## src/hw/rtl/mlpd_pkg.sv

```systemverilog
// Package for the length-prefixed deframer: phase codes, header constants,
// deframer state and per-byte result types. No dependencies.
package mlpd_pkg;

  // Frame header bytes ('Y', 'H')
  localparam logic [7:0] HdrFirst  = 8'h59;
  localparam logic [7:0] HdrSecond = 8'h48;

  // Register reset value for the largest accepted body length
  localparam logic [30:0] MaxBodyLenReset = 31'd65536;

  // Byte positions inside the length word
  localparam logic [1:0] LenPosLast = 2'd3;

  typedef enum logic [1:0] {
    PH_HEADER = 2'd0,
    PH_LENGTH = 2'd1,
    PH_BODY   = 2'd2
  } phase_e;

  typedef struct packed {
    phase_e      phase;
    logic [7:0]  pair_first;
    logic [1:0]  byte_pos;
    logic [31:0] len_acc;
    logic [30:0] body_rem;
  } dfr_state_t;

  typedef struct packed {
    logic       valid;
    logic [7:0] body_byte;
    logic       last;
    logic       empty;
  } dfr_result_t;

  localparam dfr_state_t StateReset = '{
    phase:      PH_HEADER,
    pair_first: 8'h00,
    byte_pos:   2'd0,
    len_acc:    32'h0,
    body_rem:   31'h0
  };

endpackage

```

## src/hw/rtl/magic_length_prefixed_deframer_unit.sv

```systemverilog
// Top level of the length-prefixed deframer: input register, step logic,
// output register and the max body length register. Depends on mlpd_pkg, mlpd_step.
//
// Usage:
//   Input channel (in_valid_i / in_stall_o, rx_byte_i) takes one stream byte
//   per request. Frames are 'Y','H', a 4-byte little-endian signed length,
//   then the body. Output channel (out_valid_o / out_stall_i) delivers one
//   body byte per request with frame_last_o on the final byte; a zero-length
//   frame gives one request with frame_empty_o and frame_last_o set.
//   Header, length bytes and dropped frames give no output request.
//   Config channel (cfg_valid_i / cfg_ready_o) writes max_body_length; it is
//   always ready; the user must write it only while the block is idle, which
//   the block itself does not enforce. A body byte passes from the input
//   register through the combinational step logic to the output register.
//   Throughput: one byte per cycle while the output is not stalled.
//   Reset: header phase, all counters zero, max_body_length = 65536.
//   When the receiver stalls, the output register holds its request; an empty
//   input register still takes one more byte, then in_stall_o is raised.
module magic_length_prefixed_deframer_unit import mlpd_pkg::*; (
  input  logic        clk_i,
  input  logic        rst_ni,
  input  logic        in_valid_i,
  output logic        in_stall_o,
  input  logic [7:0]  rx_byte_i,
  output logic        out_valid_o,
  input  logic        out_stall_i,
  output logic [7:0]  body_byte_o,
  output logic        frame_last_o,
  output logic        frame_empty_o,
  input  logic        cfg_valid_i,
  output logic        cfg_ready_o,
  input  logic [30:0] cfg_max_body_length_i
);

  logic        in_valid_q, in_valid_d;
  logic [7:0]  in_byte_q;
  logic        out_valid_q, out_valid_d;
  logic [7:0]  body_byte_q;
  logic        last_q, empty_q;
  logic [30:0] max_len_q;
  dfr_state_t  state_q, state_d;
  dfr_result_t result;
  logic        in_accept, advance;

  // Handshake control
  assign advance     = in_valid_q && (!out_valid_q || !out_stall_i);
  assign in_stall_o  = in_valid_q && !advance;
  assign in_accept   = in_valid_i && !in_stall_o;
  assign cfg_ready_o = 1'b1;

  always_comb begin
    if (in_accept) begin
      in_valid_d = 1'b1;
    end else if (advance) begin
      in_valid_d = 1'b0;
    end else begin
      in_valid_d = in_valid_q;
    end
  end

  always_comb begin
    if (advance) begin
      out_valid_d = result.valid;
    end else if (!out_stall_i) begin
      out_valid_d = 1'b0;
    end else begin
      out_valid_d = out_valid_q;
    end
  end

  // Step logic
  mlpd_step u_step (
    .state_i   (state_q),
    .byte_i    (in_byte_q),
    .max_len_i (max_len_q),
    .state_o   (state_d),
    .result_o  (result)
  );

  // Control registers
  always_ff @(posedge clk_i or negedge rst_ni) begin
    if (!rst_ni) begin
      in_valid_q  <= 1'b0;
      out_valid_q <= 1'b0;
      state_q     <= StateReset;
      max_len_q   <= MaxBodyLenReset;
    end else begin
      in_valid_q  <= in_valid_d;
      out_valid_q <= out_valid_d;
      if (advance) begin
        state_q <= state_d;
      end
      if (cfg_valid_i && cfg_ready_o) begin
        max_len_q <= cfg_max_body_length_i;
      end
    end
  end

  // Payload registers
  always_ff @(posedge clk_i) begin
    if (in_accept) begin
      in_byte_q <= rx_byte_i;
    end
    if (advance && result.valid) begin
      body_byte_q <= result.body_byte;
      last_q      <= result.last;
      empty_q     <= result.empty;
    end
  end

  assign out_valid_o   = out_valid_q;
  assign body_byte_o   = body_byte_q;
  assign frame_last_o  = last_q;
  assign frame_empty_o = empty_q;

  // Empty-frame marker is always the last result of its frame with a zero byte
  a_empty_marker: assert property (@(posedge clk_i) disable iff (!rst_ni)
    out_valid_o && frame_empty_o |-> frame_last_o && (body_byte_o == 8'h00))
    else $error("empty marker without last flag or with nonzero byte");

  // In the body phase at least one body byte is still due
  a_body_nonzero: assert property (@(posedge clk_i) disable iff (!rst_ni)
    state_q.phase == PH_BODY |-> state_q.body_rem != 31'h0)
    else $error("body phase with zero remaining count");

  // Header pair position never exceeds one
  a_header_pos: assert property (@(posedge clk_i) disable iff (!rst_ni)
    state_q.phase == PH_HEADER |-> !state_q.byte_pos[1])
    else $error("header phase with length word position");

endmodule

```

## src/hw/rtl/mlpd_step.sv

```systemverilog
// Per-byte step logic of the deframer: next state and optional result.
// Depends on mlpd_pkg.
module mlpd_step import mlpd_pkg::*; (
  input  dfr_state_t  state_i,
  input  logic [7:0]  byte_i,
  input  logic [30:0] max_len_i,
  output dfr_state_t  state_o,
  output dfr_result_t result_o
);

  logic [31:0] len_new;

  // Merge the incoming byte into the little-endian length word
  always_comb begin
    len_new = state_i.len_acc | ({24'h0, byte_i} << {state_i.byte_pos, 3'b000});
  end

  always_comb begin
    state_o  = state_i;
    result_o = '{valid: 1'b0, body_byte: 8'h00, last: 1'b0, empty: 1'b0};
    unique case (state_i.phase)
      PH_LENGTH: begin
        state_o.len_acc = len_new;
        if (state_i.byte_pos != LenPosLast) begin
          state_o.byte_pos = state_i.byte_pos + 2'd1;
        end else begin
          state_o.byte_pos = 2'd0;
          // negative or oversized: drop the frame
          if (len_new[31] || (len_new[30:0] > max_len_i)) begin
            state_o.phase   = PH_HEADER;
            state_o.len_acc = 32'h0;
          end else if (len_new == 32'h0) begin
            state_o.phase   = PH_HEADER;
            result_o.valid  = 1'b1;
            result_o.last   = 1'b1;
            result_o.empty  = 1'b1;
          end else begin
            state_o.body_rem = len_new[30:0];
            state_o.len_acc  = 32'h0;
            state_o.phase    = PH_BODY;
          end
        end
      end
      PH_BODY: begin
        state_o.body_rem   = state_i.body_rem - 31'd1;
        result_o.valid     = 1'b1;
        result_o.body_byte = byte_i;
        result_o.last      = (state_o.body_rem == 31'h0);
        if (state_o.body_rem == 31'h0) begin
          state_o.phase    = PH_HEADER;
          state_o.byte_pos = 2'd0;
        end
      end
      default: begin
        // header phase; the unused code behaves the same
        state_o.phase = PH_HEADER;
        if (!state_i.byte_pos[0]) begin
          state_o.pair_first = byte_i;
          state_o.byte_pos   = 2'd1;
        end else begin
          state_o.byte_pos = 2'd0;
          if (state_i.pair_first == HdrFirst && byte_i == HdrSecond) begin
            state_o.phase   = PH_LENGTH;
            state_o.len_acc = 32'h0;
          end
        end
      end
    endcase
  end

endmodule
```

## config.mk

```make
export PLATFORM = sky130hd
export DESIGN_NAME = magic_length_prefixed_deframer_unit
export DESIGN_NICKNAME = d
export VERILOG_FILES = /design/src/hw/rtl/mlpd_pkg.sv /design/src/hw/rtl/magic_length_prefixed_deframer_unit.sv /design/src/hw/rtl/mlpd_step.sv
export SDC_FILE = /design/constraint.sdc
export NUM_CORES = 1
export LEC_CHECK = 0
export BUFFER_PORTS_ARGS = -buffer_cell sky130_fd_sc_hd__clkbuf_2
export CORE_ASPECT_RATIO = 1.5
export CORE_MARGIN = 2
export CORE_UTILIZATION = 50
export DETAILED_ROUTE_END_ITERATION = 6
export GPL_TIMING_DRIVEN = 0
export PLACE_DENSITY = 0.67
export SETUP_SLACK_MARGIN = 0.4
export SLEW_MARGIN = 20
export SYNTH_ARGS = -nofsm -noshare
export SYNTH_HDL_FRONTEND = slang
export SYNTH_HIERARCHICAL = 1
export SYNTH_SLANG_ARGS = --single-unit
```

## constraint.sdc

```tcl
create_clock -name clk_i -period 11.1 [get_ports clk_i]
set_input_delay 1.665 -clock clk_i [delete_from_list [all_inputs] [get_ports clk_i]]
set_output_delay 1.665 -clock clk_i [all_outputs]
set_load 0.03 [all_outputs]
```

==> impl_metrics.tcl, run 1 <==
set metrics [dict create \
    synth_edf_count 18 \
    via_count 7398 \
    grt_pass1_vias 7327 \
    yosysUniqueCellTypes 70 \
    avgSynthCellArea_um2 9.807 \
    clk_latency_ns 0.41 \
    crit_type "reg -> reg" \
    cp_cell_sequence "clkbuf_1 > and2_1 > clkbuf_1 > clkbuf_1 > a21oi_1 > inv_1 > ha_1 > nand4_1 > nor4_1 > nand2_1 > o211ai_1 > o22ai_1 > nand4_1 > clkbuf_1 > clkbuf_1 > nand3b_1 > nand3_1 > mux2_2" \
    setup_tns_ns 0 \
    post_cts_buffers 0 \
    htreeDepth 4 \
    yosysSeqAreaShare_pct 37.42 \
    use_met2_pct 47.78 \
    wl_per_cell_um 21.11 \
    setup_slack_ns 5.781 \
    place_ws_ns 5.904 \
    core_area_mm2 0.01720 \
    slew_headroom_pct 37.64 \
    status "finished with violations" \
    hp-class "reg -> reg" \
    syn2layout_area_growth_pct 13.31 \
    violations "DRC" \
    drc 3 \
    antenna_found_initial 0 \
    hold_violations 0 \
    port_buffers 55 \
    cts_made_buffers 17 \
    fin_skew_ns 0.01153 \
    crit_fanout 10 \
    placed_area_mm2 0.009248 \
    tritoncts "yes" \
    total_power_mw 1.304 \
    clock-sinks 126 \
    via_per_inst 6.243 \
    wl_um 25020 \
    syn_nets 964 \
    cp_data_required_time_ns 11.40 \
    startpoint_type "flop" \
    rows 59 \
    path_clk_slew_ns 0.06 \
    placed_cells 1153 \
    instances_no_fill 1185 \
    holdWs_ns 0.5044 \
    grt_overflow 0 \
    cpLargestDelayFamily "buffers and inverters" \
    grt_max_degree 88 \
    antennaDiodeCount 0 \
    setup-violations-final 0 \
    drtPass1Iterations 7 \
    r2r_setup_slack_ns 5.78 \
    ctsResizeCount 0 \
    grt_pass1_wl_um 39300 \
    die_x_um 111.5 \
    use_met3_pct 3.577 \
    cts_max_path_buffers 2 \
    ys_warn_count 6 \
    drt_iter0_markers 535 \
    final_cell_area_mm2 0.009823 \
    cts_hold_buf 0 \
    utilization_pct 57.11 \
    post-route-period-util_pct 47.92 \
    slowest_delay_ns 0.64 \
    die_area_mm2 0.01843 \
    ios 57 \
    track_usage_pct 27.35 \
    gp_congestion 1.001 \
    worst_pin_slew_ns 0.9354 \
    die_h_um 165.3 \
    max_freq_mhz 188.0 \
    dp_hpwl_um 18780 \
    ys_ff_latch 126 \
    worstSetupEndpointType "flop" \
    start_util_pct 50.40 \
    grt_busiest_layer "met2" \
    worstPathArrival_ns 5.62 \
    rsz0062_at_grt "no" \
    leakagePower_nw 4.662 \
    drv_slew 0 \
    ys_async_sr_fraction_pct 85.71 \
    drv_cap 0 \
    critical_path.slowest_cell "nor4_1" \
    power_density_mw_per_mm2 132.7 \
    crit_buf_inv 6 \
    use_met1_pct 31.64 \
    synthFlopType "dfrtp_1" \
    max-vdd-ir-drop_uv 85.37 \
    min_period_ns 5.319 \
    synth_area_mm2 0.008670 \
    cpMostUsedCell "clkbuf_1" \
    final_antenna_net_count 0 \
    netlist_instances 884 \
    final_net_count 1039 \
    drive_gt1_share_pct 23.35 \
    cts-root-buf "clkbuf_16" \
]
[logic make-up (layout without fill, tap and decap cells)]
family                   after synthesis  count (layout)  synth area share, %
AND/OR/NAND/NOR                      252             252                14.98
flip-flops                           126             126                37.42
other                                  1               1              0.04325
XOR/XNOR                              16              16                1.616
buffers and inverters                132             220                7.144
multiplexers                         119             119                17.55
adder cells (fa/ha/maj)               36              36                5.196
AO/OA/AOI/OAI                        202             202                16.05
[per-layer routing]
layer | vias to the layer above | wire (µm)
met4 | 0 | 1538
met2 | 337 | 12330
met5 | - | 0
li1 | 3405 | -
met1 | 3570 | 9796
met3 | 86 | 1356
[synthesized netlist by cell type (20+ instances only)]
master / count / area, µm²
a21oi_1: 47 / 235.2
a31oi_1: 31 / 193.9
clkbuf_1: 53 / 198.9
dfrtp_1: 107 / 2678
ha_1: 36 / 450.4
inv_1: 60 / 225.2
mux2_2: 64 / 720.7
mux2_4: 50 / 750.7
nand2_1: 50 / 187.7
nand3_1: 25 / 125.1
nor2_1: 74 / 277.8
nor4_1: 20 / 125.1
o21ai_0: 23 / 115.1
[final timing paths]
check	start	endpoint	cells after the start
min reg2reg	state_q[7]	state_q[7]	1
max in group asynchronous	rst_ni	max_len_q[16]	2
min	state_q[7]	state_q[7]	1
min in group asynchronous	rst_ni	state_q[70]	1
max reg2reg	state_q[64]	state_q[18]	18
max	state_q[64]	state_q[18]	18
[cells in the final DEF (no fill, tap or decap), drive strengths merged, types with 15 or more instances in the layout]
master / instances
nor4: 22
ha: 36
buf: 20
a21oi: 47
nor2: 74
nand2: 50
clkbuf: 127
o21ai: 27
a31oi: 31
dfrtp: 107
a21o: 15
o311ai: 16
edfxtp: 18
inv: 61
nand3: 25
mux2: 114
[power breakdown]
part	internal (mW)	switching, mW	total [mW]
logic	0.106	0.131	0.236
clock network	0.332	0.215	0.547
registers	0.499	0.0224	0.521
total	0.936	0.368	1.30
[flip-flops by register name (all words and copies together) (netlist names)]
name           count
state_q           75
max_len_q         31
body_byte_o        8
in_byte_q          8
frame_empty_o      1
frame_last_o       1
in_valid_q         1
out_valid_o        1
[area by class of cell]
cell class | instances | area, µm²
tap | 213 | 266.5
multi-input combinational | 626 | 4806
fill | 1531 | 7377
sequential | 126 | 3244
clock buffer | 19 | 432.9
clock inverter | 13 | 142.6
inverter | 60 | 225.2
timing repair buffer | 56 | 311.5
buffer | 72 | 394.1
Power figures use the tool's default switching activity.
==> inputs of run 2 (changes only) <==
--- a/config.mk
+++ b/config.mk
@@ -5,6 +5,7 @@
 export SDC_FILE = /design/constraint.sdc
 export NUM_CORES = 1
 export LEC_CHECK = 0
+export ABC_AREA = 1
 export BUFFER_PORTS_ARGS = -buffer_cell sky130_fd_sc_hd__clkbuf_2
 export CORE_ASPECT_RATIO = 1.5
 export CORE_MARGIN = 2
==> constraint.sdc (replaced) <==
create_clock -name clk_i -period 5.31 [get_ports clk_i]
set_input_delay 0.7965 -clock clk_i [delete_from_list [all_inputs] [get_ports clk_i]]
set_output_delay 0.7965 -clock clk_i [all_outputs]
set_load 0.03 [all_outputs]
==> run 2 against run 1 <==
Net effect:
- the run still ends with DRC left
- synthesized area is 13% higher
- global-route usage is 4.6 points higher
- total power is 120% higher
- die area is 12% higher
- hold slack worse by 0.23 ns
- sequential power is 100% higher
- via count is 34% higher
- highest routed layer unchanged
- synthesized cell count is 67% higher
- critical endpoint is now body_byte_o[1]
- non-clock buffer count is 2 higher
- first-iteration DRC count is 70% higher
- clock skew is 0.0015 ns lower
==> impl_metrics.tcl, run 2 <==
set metrics [dict create \
    cts_hold_buf 0 \
    worstPathArrival_ns 4.11 \
    htreeDepth 4 \
    ys_async_sr_fraction_pct 85.71 \
    gp_congestion 1.002 \
    drtPass1Iterations 7 \
    die_x_um 118.1 \
    r2r_setup_slack_ns 1.26 \
    rows 62 \
    post_cts_buffers 0 \
    crit_buf_inv 2 \
    dp_hpwl_um 24570 \
    ys_ff_latch 126 \
    top_register "state_q" \
    die_h_um 175.1 \
    status "finished with violations" \
    largest_reg_flops 75 \
    synth_compound_area_share_pct 9.488 \
    ctsResizeCount 0 \
    via_count 9943 \
    leakagePower_nw 6.055 \
    holdWs_ns 0.2756 \
    crit_type "reg -> reg" \
    ios 57 \
    crit_start "in_byte_q[1]" \
    violations "DRC" \
    hold_violations 0 \
    synth_top_family_by_area "simple AND/OR/NAND/NOR gates" \
    r2r_start "in_byte_q[1]" \
    fin_skew_ns 0.01006 \
    synth_edf_count 18 \
    critical_path.slowest_cell "nor2_1" \
    cp_data_required_time_ns 5.37 \
    via_per_inst 5.454 \
    post-route-period-util_pct 76.28 \
    final_net_count 1634 \
    tritoncts "yes" \
    cpMostUsedCell "nand2_1" \
    setup_tns_ns 0 \
    synthFlopType "dfrtp_1" \
    synth_area_mm2 0.009758 \
    cp_cell_sequence "nand2_1 > o21ai_2 > ha_1 > nand2_1 > inv_1 > nand2_1 > nand2_1 > nand2_1 > nand2_1 > a21oi_1 > nand2_1 > nand2_1 > nand2_1 > nor3_2 > nand2_1 > nand2_1 > inv_1 > nor2_1" \
    clock-sinks 126 \
    syn2layout_area_growth_pct 13.60 \
    crit_fanout 10 \
    rsz0062_at_grt "no" \
    track_usage_pct 31.96 \
    min_period_ns 4.050 \
    yosysUniqueCellTypes 42 \
    synth_area_leader_cell "dfrtp_1" \
    slowest_delay_ns 0.63 \
    antenna_found_initial 0 \
    wl_um 32450 \
    final_antenna_net_count 0 \
    grt_pass1_vias 9632 \
    ys_warn_count 6 \
    synthAdderAreaFrac_pct 4.616 \
    setup-violations-final 0 \
    cts-root-buf "clkbuf_16" \
    port_buffers 54 \
    syn_nets 1560 \
    worst_pin_slew_ns 0.8067 \
    cpLargestDelayFamily "simple AND/OR/NAND/NOR gates" \
    yosysSeqAreaShare_pct 33.25 \
    core_area_mm2 0.01916 \
    setup_slack_ns 1.260 \
    netlist_instances 1480 \
    placed_area_mm2 0.01039 \
    drv_slew 0 \
    place_ws_ns 1.339 \
    path_clk_slew_ns 0.06 \
    grt_overflow 0 \
    max-vdd-ir-drop_uv 274.7 \
    synth_area_leaders "dfrtp_1 (27%), nand2_1 (16%), inv_1 (8.9%), nand3_1 (8.4%), nor2_1 (5.9%)" \
    avgSynthCellArea_um2 6.593 \
    grt_pass1_wl_um 50930 \
    grt_max_degree 79 \
    wl_per_cell_um 17.80 \
    max_freq_mhz 246.9 \
    post_synth_mux_area_share_pct 0.6924 \
    yosys-top-cells-count "nand2_1 (426), inv_1 (232), nand3_1 (163), nor2_1 (153), dfrtp_1 (107)" \
    yosys.area_share.simple_pct 37.36 \
    final_common_cell "nand2_1" \
    reg2reg_to "body_byte_o[1]" \
    die_area_mm2 0.02067 \
    yosysMostFrequentCell "nand2_1" \
    biggestRegsByFlops "state_q (75), max_len_q (31)" \
    startpoint_type "flop" \
    hp-class "in -> async" \
    slew_headroom_pct 46.02 \
    clk_latency_ns 0.43 \
    drive_gt1_share_pct 12.70 \
    synth_top_area_share_pct 27.44 \
    start_util_pct 50.93 \
    power_density_mw_per_mm2 262.5 \
    drc 8 \
    mostFrequentLayoutCells "nand2_1 (426), inv_1 (232), nand3_1 (163)" \
    r2r_cells 18 \
    drt_iter0_markers 907 \
    drv_cap 0 \
    final_cell_area_mm2 0.01109 \
    synth_xor_area_share_pct 0.8078 \
    worstSetupEndpointType "flop" \
    cts_made_buffers 17 \
    antennaDiodeCount 0 \
    cts_max_path_buffers 2 \
]
run 2: power breakdown:
group / internal, mW / switching, mW / total [mW]
logic: 0.142 / 0.298 / 0.441
registers: 1.02 / 0.0361 / 1.06
clock network: 0.941 / 0.473 / 1.41
run 2: cells by family (layout without fill, tap and decap cells):
logic type,after synthesis,after routing
AND/OR/NAND/NOR,828,828
multiplexers,6,6
AO/OA/AOI/OAI,162,162
other,1,1
adder cells (fa/ha/maj),36,36
XOR/XNOR,9,9
buffers and inverters,312,399
flip-flops,126,126
run 2: area by class of cell:
class                      instances  area, µm²
buffer                            75      449.2
clock buffer                      18      439.2
clock inverter                    14      261.5
fill                            1952       8075
inverter                         237      892.1
multi-input combinational       1042       5172
sequential                       126       3244
tap                              256      320.3
timing repair buffer              55      306.5
run 2: worst max-delay path by stage:
stage	to	cells after the start
2_1_floorplan	body_byte_o[0]	16
3_3_place_gp	body_byte_o[0]	18
3_5_place_dp	body_byte_o[6]	18
4_1_cts	frame_last_o	18
5_1_grt	frame_empty_o	19
6_report	body_byte_o[1]	18
run 2: routing by layer:
metal | global-route usage, % | up-vias | share of wire, %
met5 | 0 | - | 0
met4 | 23.39 | 0 | 7.3
met3 | 3.884 | 131 | 4.3
met2 | 56.70 | 367 | 51
met1 | 34.80 | 4589 | 38
li1 | - | 4856 | -
run 2: metrics by stage:
step	utilization, %	std cells	total power [mW]
after floorplan	-	1480	1.351
after global placement	54.01	1790	1.498
after CTS	57.86	1823	2.922
final	57.86	1823	2.910
after detailed placement	54.20	1791	1.507
after global routing	57.86	1823	3.026
run 2: worst reg2reg max path, stage by stage (launching register included):
cell and delay, ns:
edfxtp_1 0.58, nand2_1 0.27, o21ai_2 0.40, ha_1 0.31
nand2_1 0.06, inv_1 0.05, nand2_1 0.06, nand2_1 0.10
nand2_1 0.08, nand2_1 0.06, a21oi_1 0.12, nand2_1 0.06
nand2_1 0.26, nand2_1 0.19, nor3_2 0.20, nand2_1 0.07
nand2_1 0.11, inv_1 0.07, nor2_1 0.63
